### src/hw/rtl/hlct_pkg.sv
// Shared types and constants for the honeycomb lattice cell translator.
// Holds the input and result word structs and the controller/datapath bundles.
// No dependencies.
package hlct_pkg;

	// Fixed field widths of the words and the register.
	localparam int CELL_W = 10;
	localparam int STEP_W = 8;
	localparam int CFG_W = 5;

	// Defaults for the top-level parameters.
	localparam int DEF_MAX_SIDE = 16;
	localparam int DEF_STEP_BITS = 8;

	// Side length after reset.
	localparam logic [CFG_W-1:0] CFG_RESET = 5'd2;

	typedef struct packed {
		logic              action;
		logic [CELL_W-1:0] start_cell;
		logic              direction;
		logic [STEP_W-1:0] step_count;
	} in_word_t;

	typedef struct packed {
		logic [CELL_W-1:0] end_cell;
		logic              bad_cell;
	} out_word_t;

	// Commands from the controller to the datapath.
	typedef struct packed {
		logic load;
		logic check;
		logic split_step;
		logic col_load;
		logic move_step;
		logic fin1;
		logic fin2;
		logic emit;
	} hlct_cmd_t;

	// Status from the datapath to the controller.
	typedef struct packed {
		logic bad;
		logic split_done;
		logic cnt_zero;
	} hlct_stat_t;

endpackage

### src/hw/rtl/hlct_ctrl.sv
// Sequencing state machine for the honeycomb lattice cell translator.
// Drives hlct_cmd_t commands into hlct_dpath and owns the handshakes.
// Depends on hlct_pkg.
module hlct_ctrl import hlct_pkg::*; (
	input  logic       clk,
	input  logic       arst_n,
	input  logic       in_valid,
	output logic       in_stall,
	output logic       out_valid,
	input  logic       out_stall,
	input  hlct_stat_t stat,
	output hlct_cmd_t  cmd
);

	localparam logic [2:0] S_IDLE  = 3'd0;
	localparam logic [2:0] S_CHECK = 3'd1;
	localparam logic [2:0] S_SPLIT = 3'd2;
	localparam logic [2:0] S_MOVE  = 3'd3;
	localparam logic [2:0] S_FIN1  = 3'd4;
	localparam logic [2:0] S_FIN2  = 3'd5;
	localparam logic [2:0] S_EMIT  = 3'd6;

	logic [2:0] state_q;
	logic [2:0] state_d;
	logic       out_valid_q;

	assign in_stall = (state_q != S_IDLE);
	assign out_valid = out_valid_q;

	// Next state and command decode.
	always_comb begin
		state_d = state_q;
		cmd = '0;
		unique case (state_q)
			S_IDLE: begin
				if (in_valid) begin
					cmd.load = 1'b1;
					state_d = S_CHECK;
				end
			end
			S_CHECK: begin
				cmd.check = 1'b1;
				state_d = stat.bad ? S_EMIT : S_SPLIT;
			end
			S_SPLIT: begin
				if (stat.split_done) begin
					cmd.col_load = 1'b1;
					state_d = S_MOVE;
				end else begin
					cmd.split_step = 1'b1;
				end
			end
			S_MOVE: begin
				if (stat.cnt_zero) begin
					state_d = S_FIN1;
				end else begin
					cmd.move_step = 1'b1;
				end
			end
			S_FIN1: begin
				cmd.fin1 = 1'b1;
				state_d = S_FIN2;
			end
			S_FIN2: begin
				cmd.fin2 = 1'b1;
				state_d = S_EMIT;
			end
			S_EMIT: begin
				// The result register frees up when its word is taken.
				if (!out_valid_q || !out_stall) begin
					cmd.emit = 1'b1;
					state_d = S_IDLE;
				end
			end
			default: begin
				state_d = S_IDLE;
			end
		endcase
	end

	// State and result valid registers.
	always_ff @(posedge clk or negedge arst_n) begin
		if (!arst_n) begin
			state_q <= S_IDLE;
			out_valid_q <= 1'b0;
		end else begin
			state_q <= state_d;
			out_valid_q <= cmd.emit | (out_valid_q & out_stall);
		end
	end

endmodule

### src/hw/rtl/hlct_dpath.sv
// Datapath of the honeycomb lattice cell translator: side register, row walk,
// single-cell move unit, row-start arithmetic and the result register.
// Depends on hlct_pkg.
module hlct_dpath import hlct_pkg::*; #(
	parameter int MAX_SIDE = DEF_MAX_SIDE,
	parameter int STEP_BITS = DEF_STEP_BITS
) (
	input  logic             clk,
	input  logic             arst_n,
	input  logic             lattice_size_we,
	input  logic [CFG_W-1:0] lattice_size,
	input  in_word_t         in_word,
	input  hlct_cmd_t        cmd,
	output hlct_stat_t       stat,
	output out_word_t        out_word
);

	// Side, row/column/length and index widths.
	localparam int NW = $clog2(MAX_SIDE + 1);
	localparam int RW = $clog2(3 * MAX_SIDE + 2);
	localparam int SW = RW + 1;
	localparam int TW = $clog2(3 * MAX_SIDE * MAX_SIDE + 2 * MAX_SIDE + 2) + 1;
	localparam int IW = (TW > CELL_W) ? TW : CELL_W;
	localparam int CNT_W = (STEP_BITS < STEP_W) ? STEP_BITS : STEP_W;

	logic [CFG_W-1:0] side_q;
	logic [NW-1:0]    n_sat;
	logic [NW-1:0]    n_q;
	logic [IW-1:0]    nsq_q;
	logic [IW-1:0]    cell_q;
	logic [IW-1:0]    base_q;
	logic [RW-1:0]    row_q;
	logic [RW-1:0]    col_q;
	logic [CNT_W-1:0] cnt_q;
	logic             back_q;
	logic             diag_q;
	logic             bad_q;
	logic [IW-1:0]    p1_q;
	logic [IW-1:0]    tri_q;
	logic [IW-1:0]    res_q;
	out_word_t        out_q;

	logic signed [SW-1:0] nn;
	logic signed [SW-1:0] rs;
	logic signed [SW-1:0] cs;
	logic signed [SW-1:0] len_cur;
	logic signed [SW-1:0] r1;
	logic signed [SW-1:0] c1;
	logic signed [SW-1:0] r2;
	logic [IW-1:0]        total;
	logic [IW-1:0]        idx;
	logic                 up;
	logic [RW-1:0]        a_v;
	logic [RW-1:0]        aa_v;
	logic [2*RW-1:0]      tri_prod;
	logic [RW+NW-1:0]     p1_prod;

	// Length of a row: n + r up to the middle row, 3n - r after it.
	function automatic logic signed [SW-1:0] row_len(input logic signed [SW-1:0] r,
		input logic signed [SW-1:0] n);
		logic signed [SW-1:0] n3;
		n3 = (n <<< 1) + n;
		return (r <= n) ? (r + n) : (n3 - r);
	endfunction

	// Side register; values beyond MAX_SIDE saturate.
	always_ff @(posedge clk or negedge arst_n) begin
		if (!arst_n) begin
			side_q <= CFG_RESET;
		end else if (lattice_size_we) begin
			side_q <= lattice_size;
		end
	end

	assign n_sat = (int'(side_q) > MAX_SIDE) ? NW'(MAX_SIDE) : NW'(side_q);

	assign nn = SW'(n_q);
	assign rs = SW'(row_q);
	assign cs = SW'(col_q);
	assign len_cur = row_len(rs, nn);

	// Cell count 3n^2 and the range check.
	assign total = (nsq_q << 1) + nsq_q;
	assign stat.bad = (n_q == '0) || (cell_q >= total);

	// Row walk: stop at the last row or when the cell lies in this row.
	assign stat.split_done = !((rs < (nn <<< 1) - SW'(1)) &&
		(cell_q >= base_q + IW'(len_cur[RW-1:0])));
	assign stat.cnt_zero = (cnt_q == '0);

	// One single-cell move on the current row and column.
	always_comb begin
		r1 = rs;
		c1 = cs;
		r2 = rs;
		if (!back_q) begin
			c1 = cs + SW'(1);
			if (diag_q) begin
				r1 = rs + SW'(1);
				if (r1 > nn) begin
					c1 = c1 - SW'(1);
				end
				if (r1 == (nn <<< 1)) begin
					r1 = '0;
				end
			end
			r2 = r1;
			if (c1 >= row_len(r1, nn)) begin
				r2 = (r1 >= nn) ? (r1 - nn) : (r1 + nn);
				c1 = '0;
			end
		end else begin
			c1 = cs - SW'(1);
			if (diag_q) begin
				r1 = rs - SW'(1);
				if (r1 < 0 || r1 >= nn) begin
					c1 = c1 + SW'(1);
				end
				if (r1 < 0) begin
					r1 = r1 + (nn <<< 1);
				end
			end
			r2 = r1;
			if (c1 < 0 || c1 >= row_len(r1, nn)) begin
				r2 = (r1 >= nn) ? (r1 - nn) : (r1 + nn);
				c1 = row_len(r2, nn) - SW'(1);
			end
		end
	end

	// Row start: r*n + r(r-1)/2 in the upper half, 3n^2 - m*n - m(m+1)/2 with
	// m = 2n - r in the lower half.
	assign up = (rs <= nn);
	assign a_v = up ? row_q : (RW'(n_q) << 1) - row_q;
	assign aa_v = up ? (a_v - RW'(1)) : (a_v + RW'(1));
	assign p1_prod = a_v * n_q;
	assign tri_prod = a_v * aa_v;
	assign idx = up ? (p1_q + tri_q + IW'(col_q)) : (total - p1_q - tri_q + IW'(col_q));

	// Working registers.
	always_ff @(posedge clk) begin
		if (cmd.load) begin
			n_q <= n_sat;
			nsq_q <= IW'(n_sat) * IW'(n_sat);
			cell_q <= IW'(in_word.start_cell);
			back_q <= in_word.action;
			diag_q <= in_word.direction;
			cnt_q <= in_word.step_count[CNT_W-1:0];
			base_q <= '0;
			row_q <= '0;
		end
		if (cmd.check) begin
			bad_q <= stat.bad;
		end
		if (cmd.split_step) begin
			base_q <= base_q + IW'(len_cur[RW-1:0]);
			row_q <= row_q + RW'(1);
		end
		if (cmd.col_load) begin
			col_q <= RW'(cell_q - base_q);
		end
		if (cmd.move_step) begin
			row_q <= r2[RW-1:0];
			col_q <= c1[RW-1:0];
			cnt_q <= cnt_q - CNT_W'(1);
		end
		if (cmd.fin1) begin
			p1_q <= IW'(p1_prod);
			tri_q <= IW'(tri_prod >> 1);
		end
		if (cmd.fin2) begin
			res_q <= idx;
		end
		if (cmd.emit) begin
			out_q.end_cell <= bad_q ? '0 : res_q[CELL_W-1:0];
			out_q.bad_cell <= bad_q;
		end
	end

	assign out_word = out_q;

endmodule

### src/hw/rtl/hex_lattice_cell_translate_top.sv
// Top level of the honeycomb lattice cell translator.
// Instantiates hlct_ctrl and hlct_dpath; depends on hlct_pkg.
//
// Moves a unit cell on a hexagon-shaped honeycomb lattice of side n (register
// lattice_size, reset 2, saturating at MAX_SIDE) with periodic boundaries, one
// cell per step for step_count steps, and returns the final linear index.
// A start index at or beyond 3n^2, or a side of zero, gives bad_cell = 1 and
// end_cell = 0. One word is processed at a time: a valid start passes through
// the check, the row walk (one row per cycle, up to the row of the start
// cell), the moves (one move per cycle, step_count of them), two finishing
// steps and the emit; a bad start goes from the check straight to the emit.
// The result appears in the same cycle in which the next word can be accepted.
// The result sits in an output register, so a new word is taken while the previous
// result still waits.
module hex_lattice_cell_translate_top import hlct_pkg::*; #(
	parameter int MAX_SIDE = DEF_MAX_SIDE,
	parameter int STEP_BITS = DEF_STEP_BITS
) (
	input  logic             clk,
	input  logic             arst_n,
	input  logic             lattice_size_we,
	input  logic [CFG_W-1:0] lattice_size,
	input  logic             in_valid,
	output logic             in_stall,
	input  in_word_t         in_word,
	output logic             out_valid,
	input  logic             out_stall,
	output out_word_t        out_word
);

	hlct_cmd_t  cmd;
	hlct_stat_t stat;

	hlct_ctrl u_ctrl (
		.clk       (clk),
		.arst_n    (arst_n),
		.in_valid  (in_valid),
		.in_stall  (in_stall),
		.out_valid (out_valid),
		.out_stall (out_stall),
		.stat      (stat),
		.cmd       (cmd)
	);

	hlct_dpath #(
		.MAX_SIDE  (MAX_SIDE),
		.STEP_BITS (STEP_BITS)
	) u_dpath (
		.clk             (clk),
		.arst_n          (arst_n),
		.lattice_size_we (lattice_size_we),
		.lattice_size    (lattice_size),
		.in_word         (in_word),
		.cmd             (cmd),
		.stat            (stat),
		.out_word        (out_word)
	);

	// A bad start cell always reports index zero.
	a_bad_zero: assert property (@(posedge clk) disable iff (!arst_n)
		(out_valid && out_word.bad_cell) |-> (out_word.end_cell == '0))
		else $error("bad cell result with nonzero index");

	// An accepted word keeps the input stalled in the next cycle.
	a_busy: assert property (@(posedge clk) disable iff (!arst_n)
		(in_valid && !in_stall) |=> in_stall)
		else $error("input taken while a word is in progress");

	// A new result appears only from the busy sequence.
	a_result_src: assert property (@(posedge clk) disable iff (!arst_n)
		$rose(out_valid) |-> $past(in_stall))
		else $error("result word appeared without a word in progress");

endmodule

### config.mk
export PLATFORM = sky130hd
export DESIGN_NAME = hex_lattice_cell_translate_top
export DESIGN_NICKNAME = d
export VERILOG_FILES = /design/src/hw/rtl/hlct_pkg.sv /design/src/hw/rtl/hlct_ctrl.sv /design/src/hw/rtl/hlct_dpath.sv /design/src/hw/rtl/hex_lattice_cell_translate_top.sv
export SDC_FILE = /design/constraint.sdc
export NUM_CORES = 1
export LEC_CHECK = 0
export ABC_AREA = 1
export BUFFER_PORTS_ARGS = -buffer_cell sky130_fd_sc_hd__buf_4
export CORE_MARGIN = 2
export CORE_UTILIZATION = 59
export CTS_CLUSTER_SIZE = 16
export DETAILED_ROUTE_END_ITERATION = 6
export HOLD_SLACK_MARGIN = 0.02
export PLACE_DENSITY = 0.79
export REMOVE_ABC_BUFFERS = 1
export SLEW_MARGIN = 40
export SYNTH_ARGS = -nofsm -noshare
export SYNTH_HDL_FRONTEND = slang
export SYNTH_HIERARCHICAL = 1
export SYNTH_SLANG_ARGS = --single-unit
### constraint.sdc
create_clock -name clk -period 6.15 [get_ports clk]
set_input_delay 1.23 -clock clk [delete_from_list [all_inputs] [get_ports clk]]
set_output_delay 1.23 -clock clk [all_outputs]
set_load 0.05 [all_outputs]
==> results of run 1 <==
==> layout by cell type, fill, tap and decap left out, types with 7 or more instances in the layout <==
cell,count
o211ai_1,8
nand2_4,7
o21ai_1,19
nor2_2,10
nor3_1,7
nand4_1,11
nand3_1,61
a31oi_1,7
buf_4,88
o21ai_0,86
dfrtp_1,8
or2_2,10
fa_1,69
clkbuf_16,9
edfxtp_1,98
a21oi_1,112
ha_1,227
nand2_1,280
nand3_2,9
nand2_2,15
o21a_1,8
xor2_1,81
nor2_1,169
xnor2_1,44
inv_1,301
o21bai_1,11
inv_2,17
==> flip-flops by register name, indices dropped and copies added (netlist names), 6 cells and up <==
name              cells
u_dpath/out_word     11
u_dpath/tri_q        10
u_dpath/col_q         6
u_dpath/cell_q       10
u_dpath/cnt_q         8
u_dpath/nsq_q         8
u_dpath/p1_q         10
u_dpath/row_q         6
u_dpath/res_q        10
u_dpath/base_q       11
==> worst paths after layout <==
path | startpoint | to | slack [ns] | cells after the start
worst max-delay path | u_dpath/n_q[1] | u_dpath/row_q[3] | 0.19 | 28
worst min-delay path | u_dpath/side_q[1] | u_dpath/side_q[1] | 0.52 | 2
worst max register to register | u_dpath/n_q[1] | u_dpath/row_q[3] | 0.19 | 28
worst min register to register | u_dpath/side_q[1] | u_dpath/side_q[1] | 0.52 | 2
max in group asynchronous | arst_n | u_dpath/side_q[1] | 5.21 | 1
min in group asynchronous | arst_n | u_dpath/side_q[3] | 0.70 | 1
==> cell type report <==
cell class                 count  share of cell area
clock inverter                 7            0.007588
clock buffer                   9             0.01438
timing repair buffer          89             0.04289
tap                          319             0.02548
sequential                   107              0.2023
inverter                     322             0.07748
multi-input combinational   1331              0.6299
==> cells in the mapped netlist, drive strengths merged, types with 14 or more instances <==
library cell  count  area share
inv             320       0.084
edfxtp           98        0.21
nand3            70       0.028
buf              14      0.0059
fa               69       0.097
o21ai           109       0.039
clkbuf           19      0.0050
xnor2            44       0.027
a21oi           116       0.041
nor2            186       0.053
ha              229        0.20
nand2           304       0.088
xor2             83       0.051
==> repair_timing <==
action	4_1_cts	5_1_grt
endpoints found under the setup margin	12	48
pin swaps	0	8
resized for setup	2	27
cloned	0	1
buffers inserted	0	4
==> tightest hold or removal path, cell delays in order (launching register included) <==
cell and delay [ns]:
dfstp_2 0.37, inv_1 0.07, o21ai_0 0.07
==> through the flow <==
step                      setup TNS [ns]  setup slack [ns]  hold slack, ns  std cells
after floorplan                  -0.4639           -0.4015          0.4699       1759
after global placement                 0           0.09142          0.5007       2163
after detailed placement               0           0.03432          0.5049       2163
after CTS                              0           0.03749          0.5172       2179
after global routing             -0.1440           -0.1012          0.5611       2184
final                                  0            0.1889          0.5162       2184
==> layer usage <==
layer / vias up / wire [um]
li1: 5938 / -
met1: 5706 / 15790
met2: 494 / 16900
met3: 95 / 2766
met4: 0 / 1314
met5: - / 0
==> cells by family after synthesis <==
kind of cell             after synthesis  share of synthesized area
AO/OA/AOI/OAI                        293                     0.1156
XOR/XNOR                             127                    0.07829
adder cells (fa/ha/maj)              298                     0.2969
buffers and inverters                355                    0.09578
flip-flops                           107                     0.2216
multiplexers                           3                   0.002099
other                                  2                  0.0005250
AND/OR/NAND/NOR                      605                     0.1892
==> metrics.csv, run 1 <==
metric,value,unit
status,completed,
Detailed Route WL,36.77,mm
area of placed instances,0.01520,mm2
htree depth,3,
gr busiest metal,met2,
GRT Overall Usage,0.2883,
Area Overhead vs Synth,9.517,%
CTS buffer count,9,
Die W,159.7,um
core area,0.02361,mm2
"EDFF count, synth",98,
Crit path buffers/inverters,4,
CP Capture Type,flop,
Hold WC Path Type,flop to flop,
most frequent CP cell,ha_1,
via count,12230,
slowest cell on the critical path,fa_1,
Layout Skew,0.01298,ns
unrepaired setup endpoints after global routing,yes,
max incr delay on CP,0.57,ns
Chip Height,159.7,um
M3 GR Usage,0.03636,
"Async S/R FF share, synth",0.08411,
# setup viols final,0,
Slew HR,0.4132,
Starting Density,0.6058,
# hold bufs at CTS,0,
row count,56,
"Avg Cell Area, Syn",7.991,um2
number of global-route vias before repair,11950,
register area,0.003169,mm2
post-route minimum period,5.961,ns
Iteration-0 DRC Markers,1096,
I/O pin cnt,43,
Yosys warning count,6,
area of the multi-input gates,0.009867,mm2
Hold Fails Final Rpt,0,
ratio of cells with drive above 1 in the final layout,0.1105,
CP required,6.36,ns
part of the cycle the worst path needs,0.9693,
Fill cells,1953,
Clock Tree Root,clkbuf_16,
Final Util,0.6634,
Max Freq,167.8,MHz
Sink Count,107,
IO buf count,42,
pin count of the biggest net entering global routing,27,
initial antenna violation count,0,
clock latency on the worst-skew pair,0.37,ns
post-synthesis cell area,0.01430,mm2
die area,0.02551,mm2
worst path arrival time,6.17,ns
ant diodes,0,
"FF+latch count, synth",107,
Pre-Repair DR Iteration Count,7,
NumNets Final,2188,
Slew @ Worst Pin,0.8711,ns
first-pass GRT wire length,58.82,mm
Residual DRC,0,
sequential-to-total area share from yosys stat,0.2216,
number of nets with antenna violations after detailed routing,0,
clock buffer depth,2,
CTS tree,done,
grt met1 use,0.3855,
"Distinct cells, synth",66,
critical-path maximum fanout,16,
grt ovf,0,
max-slew violations,0,
HPWL Detailed,29.67,mm
"Reg clk slew, reported paths",0.08,ns
Max-cap violations,0,
met2 Use GR,0.4811,
Synth Instances,1790,
CP Launch Type,flop,
CP top delay family,adder cells,
wire per inst,16.84,um
RD Place Congestion,0.9336,
CP Class,flop to flop,
most common flop cell mapped by yosys,edfxtp_1,
via/cell ratio,5.601,
fin area,0.01567,mm2
Power of run 1 is left out: the tool's default activity adds up to more than one toggle a clock period on the data nets, which glitch-free logic cannot reach.
==> run 2, diff against run 1 <==
Settings changed: ABC_AREA 1 to default.
==> run 2 against run 1 <==
Effect of this change:
- the run now ends with setup timing left
- first-iteration DRC count is 7.9% lower
- core utilization is 2.8 points higher
- worst hold slack better by 0.019 ns
- clock-buffer cell count stayed put
- sequential cell count stayed put
- clock skew is 0.0043 ns higher
- non-clock buffer count is 75 higher
- via count is 5.7% lower
- area after synthesis is 1.7% lower
- global-route usage is 0.25 points higher
- cell count is 8.8% lower
- synthesized cell count is 14% lower
- critical path type unchanged
==> metrics.csv, run 2 <==
metric,value,unit
number of global-route vias before repair,11250,
"Async S/R FF share, synth",0.08411,
failing checks,setup timing,
post-route minimum period,6.167,ns
Non-Filler Instances,1992,
Starting Density,0.5993,
"Avg Cell Area, Syn",9.176,um2
gr busiest metal,met2,
"Distinct cells, synth",93,
register area,0.003169,mm2
CTS tree,done,
slowest cell on the critical path,edfxtp_1,
GRT Overall Usage,0.2909,
CP Capture Type,flop,
CP Class,flop to flop,
worst path arrival time,6.41,ns
R2R cell count,30,
htree depth,3,
IO buf count,42,
ant diodes,0,
unrepaired setup endpoints after global routing,yes,
wire per inst,18.32,um
Max-cap violations,0,
Crit path buffers/inverters,3,
final worst setup slack,-0.01684,ns
Die W,158.4,um
grt ovf,0,
Max Freq,162.2,MHz
part of the cycle the worst path needs,1.003,
most area-hungry cell type in the Yosys netlist,edfxtp_1,
WHS Endpoint,u_dpath/side_q[3],
I/O pin cnt,43,
FF-to-FF Start,u_dpath/row_q[2],
sequential-to-total area share from yosys stat,0.2253,
row count,56,
via count,11540,
Chip Height,158.4,um
Synth top cells by count,"ha_1 (229), inv_1 (177), a21oi_1 (115), nor2_1 (113), xnor2_1 (106)",
# hold bufs at CTS,0,
Hold Fails Final Rpt,0,
die area,0.02509,mm2
CP Depth,30,
clock buffer depth,2,
Yosys warning count,6,
Synth Area in Adders,0.3019,
synth top area cells,"edfxtp_1 (21%), ha_1 (20%), fa_1 (9.8%)",
"commonest non-fill, non-tap cell in the layout",ha_1,
Pre-Repair DR Iteration Count,5,
area of the multi-input gates,0.01044,mm2
max incr delay on CP,0.45,ns
critical-path maximum fanout,4,
post-synth top area share,0.2092,
Sink Count,107,
mux cell area share after synthesis,0.02072,
RD Place Congestion,0.9567,
FF-to-FF End,u_dpath/col_q[4],
worst hold start,u_dpath/side_q[3],
# setup viols final,1,
Detailed Route WL,36.50,mm
"commonest cells after routing, fill and taps aside","ha_1 (217), inv_1 (175), buf_4 (160)",
Synth Instances,1533,
Area Overhead vs Synth,15.43,%
Place WS,-0.1696,ns
most common flop cell mapped by yosys,edfxtp_1,
number of nets with antenna violations after detailed routing,0,
"Reg clk slew, reported paths",0.09,ns
Iteration-0 DRC Markers,1009,
CP required,6.40,ns
via/cell ratio,5.791,
Setup TNS,-0.01684,ns
ratio of cells with drive above 1 in the final layout,0.1680,
Residual DRC,0,
CTS buffer count,9,
NumNets Final,1996,
Synth Area in Compound Gates,0.1583,
HPWL Detailed,28.67,mm
post-synthesis cell area,0.01407,mm2
post-synthesis xor/xnor area fraction,0.1001,
Layout Skew,0.01726,ns
Hold WC Path Type,flop to flop,
core area,0.02347,mm2
Clock Tree Root,clkbuf_16,
first-pass GRT wire length,56.40,mm
FF-to-FF setup slack,-0.02,ns
max-slew violations,0,
largest family of logic cells by synthesized area,adder cells,
hold depth,1,
CP top delay family,compound AO/OA/AOI/OAI gates,
"count leader, synth",ha_1,
grt met1 use,0.3810,
CP Launch Type,flop,
"FF+latch count, synth",107,
Slew HR,0.5688,
initial antenna violation count,1,
status,finished with violations,
"EDFF count, synth",98,
pin count of the biggest net entering global routing,37,
Fill cells,1753,
met2 Use GR,0.4793,
dpl cells,1956,
Slew @ Worst Pin,0.6379,ns
Simple-Gate Fraction of Synth Area,0.1318,
M3 GR Usage,0.05553,
clock latency on the worst-skew pair,0.37,ns
==> run 2: cell count changes after synthesis, moves of 24 or more <==
cell,before,now
xor2_1,82,49
nor2_1,176,113
nand3_1,62,26
a21o_1,6,56
nand2_1,282,95
o21ai_0,94,52
nor2b_1,0,37
and2_1,2,26
xnor2_1,44,106
inv_1,303,177
==> run 2: cell type report <==
class | count | share of cell area
Clock buffer | 9 | 0.01387
Clock inverter | 7 | 0.004931
Inverter | 181 | 0.04184
Multi-Input combinational cell | 1205 | 0.6429
Sequential cell | 107 | 0.1952
Tap cell | 319 | 0.02458
Timing Repair Buffer | 164 | 0.07675
==> run 2: kinds of logic (layout without fill, tap and decap cells) <==
kind of cell | Yosys count | count (layout)
AND/OR/NAND/NOR | 381 | 381
AO/OA/AOI/OAI | 338 | 338
adder cells (fa/ha/maj) | 298 | 298
buffers and inverters | 223 | 361
XOR/XNOR | 157 | 157
flip-flops | 107 | 107
multiplexers | 27 | 27
other | 2 | 4
==> run 2: per-stage QoR <==
stage | hold slack, ns | cell area (um2) | utilization
finish | 0.5354 | 16240 | 0.6918
global route | 0.5667 | 16240 | 0.6918
CTS | 0.5380 | 15770 | 0.6717
detailed placement | 0.5179 | 15390 | 0.6556
global placement | 0.5142 | 15380 | 0.6554
floorplan | 0.4951 | 13890 | -
==> run 2: routing by layer <==
layer	share of wire	wire length (um)
met1	0.42	15480
met4	0.032	1174
met5	0	0
met3	0.078	2841
met2	0.47	17000
==> run 2: worst reg2reg max path: cells and delay by family (launching register included) <==
family / cells / cell delay (ns)
AO/OA/AOI/OAI: 13 / 2.35
adder cells (fa/ha/maj): 4 / 1.10
AND/OR/NAND/NOR: 5 / 0.94
flip-flops: 1 / 0.45
XOR/XNOR: 3 / 0.43
multiplexers: 2 / 0.40
buffers and inverters: 3 / 0.38
==> run 2: how the worst max path moves through the flow <==
stage,startpoint,end,slack [ns]
final,u_dpath/row_q[2],u_dpath/col_q[4],-0.02
after CTS,u_dpath/row_q[1],u_dpath/col_q[4],0.002
after global placement,u_dpath/row_q[1],u_dpath/col_q[4],0.12
after floorplan,u_dpath/n_q[1],u_dpath/tri_q[9],-0.97
after detailed placement,u_dpath/row_q[1],u_dpath/col_q[4],-0.17
after global routing,u_dpath/row_q[0],u_dpath/col_q[4],-0.26
==> run 2: repair_timing <==
item,CTS,global route
cloned,0,0
gates resized for setup,12,63
setup buffers,2,19
pin swaps,2,48
setup endpoints to repair,2,46
Power of run 2 is left out for the same reason.
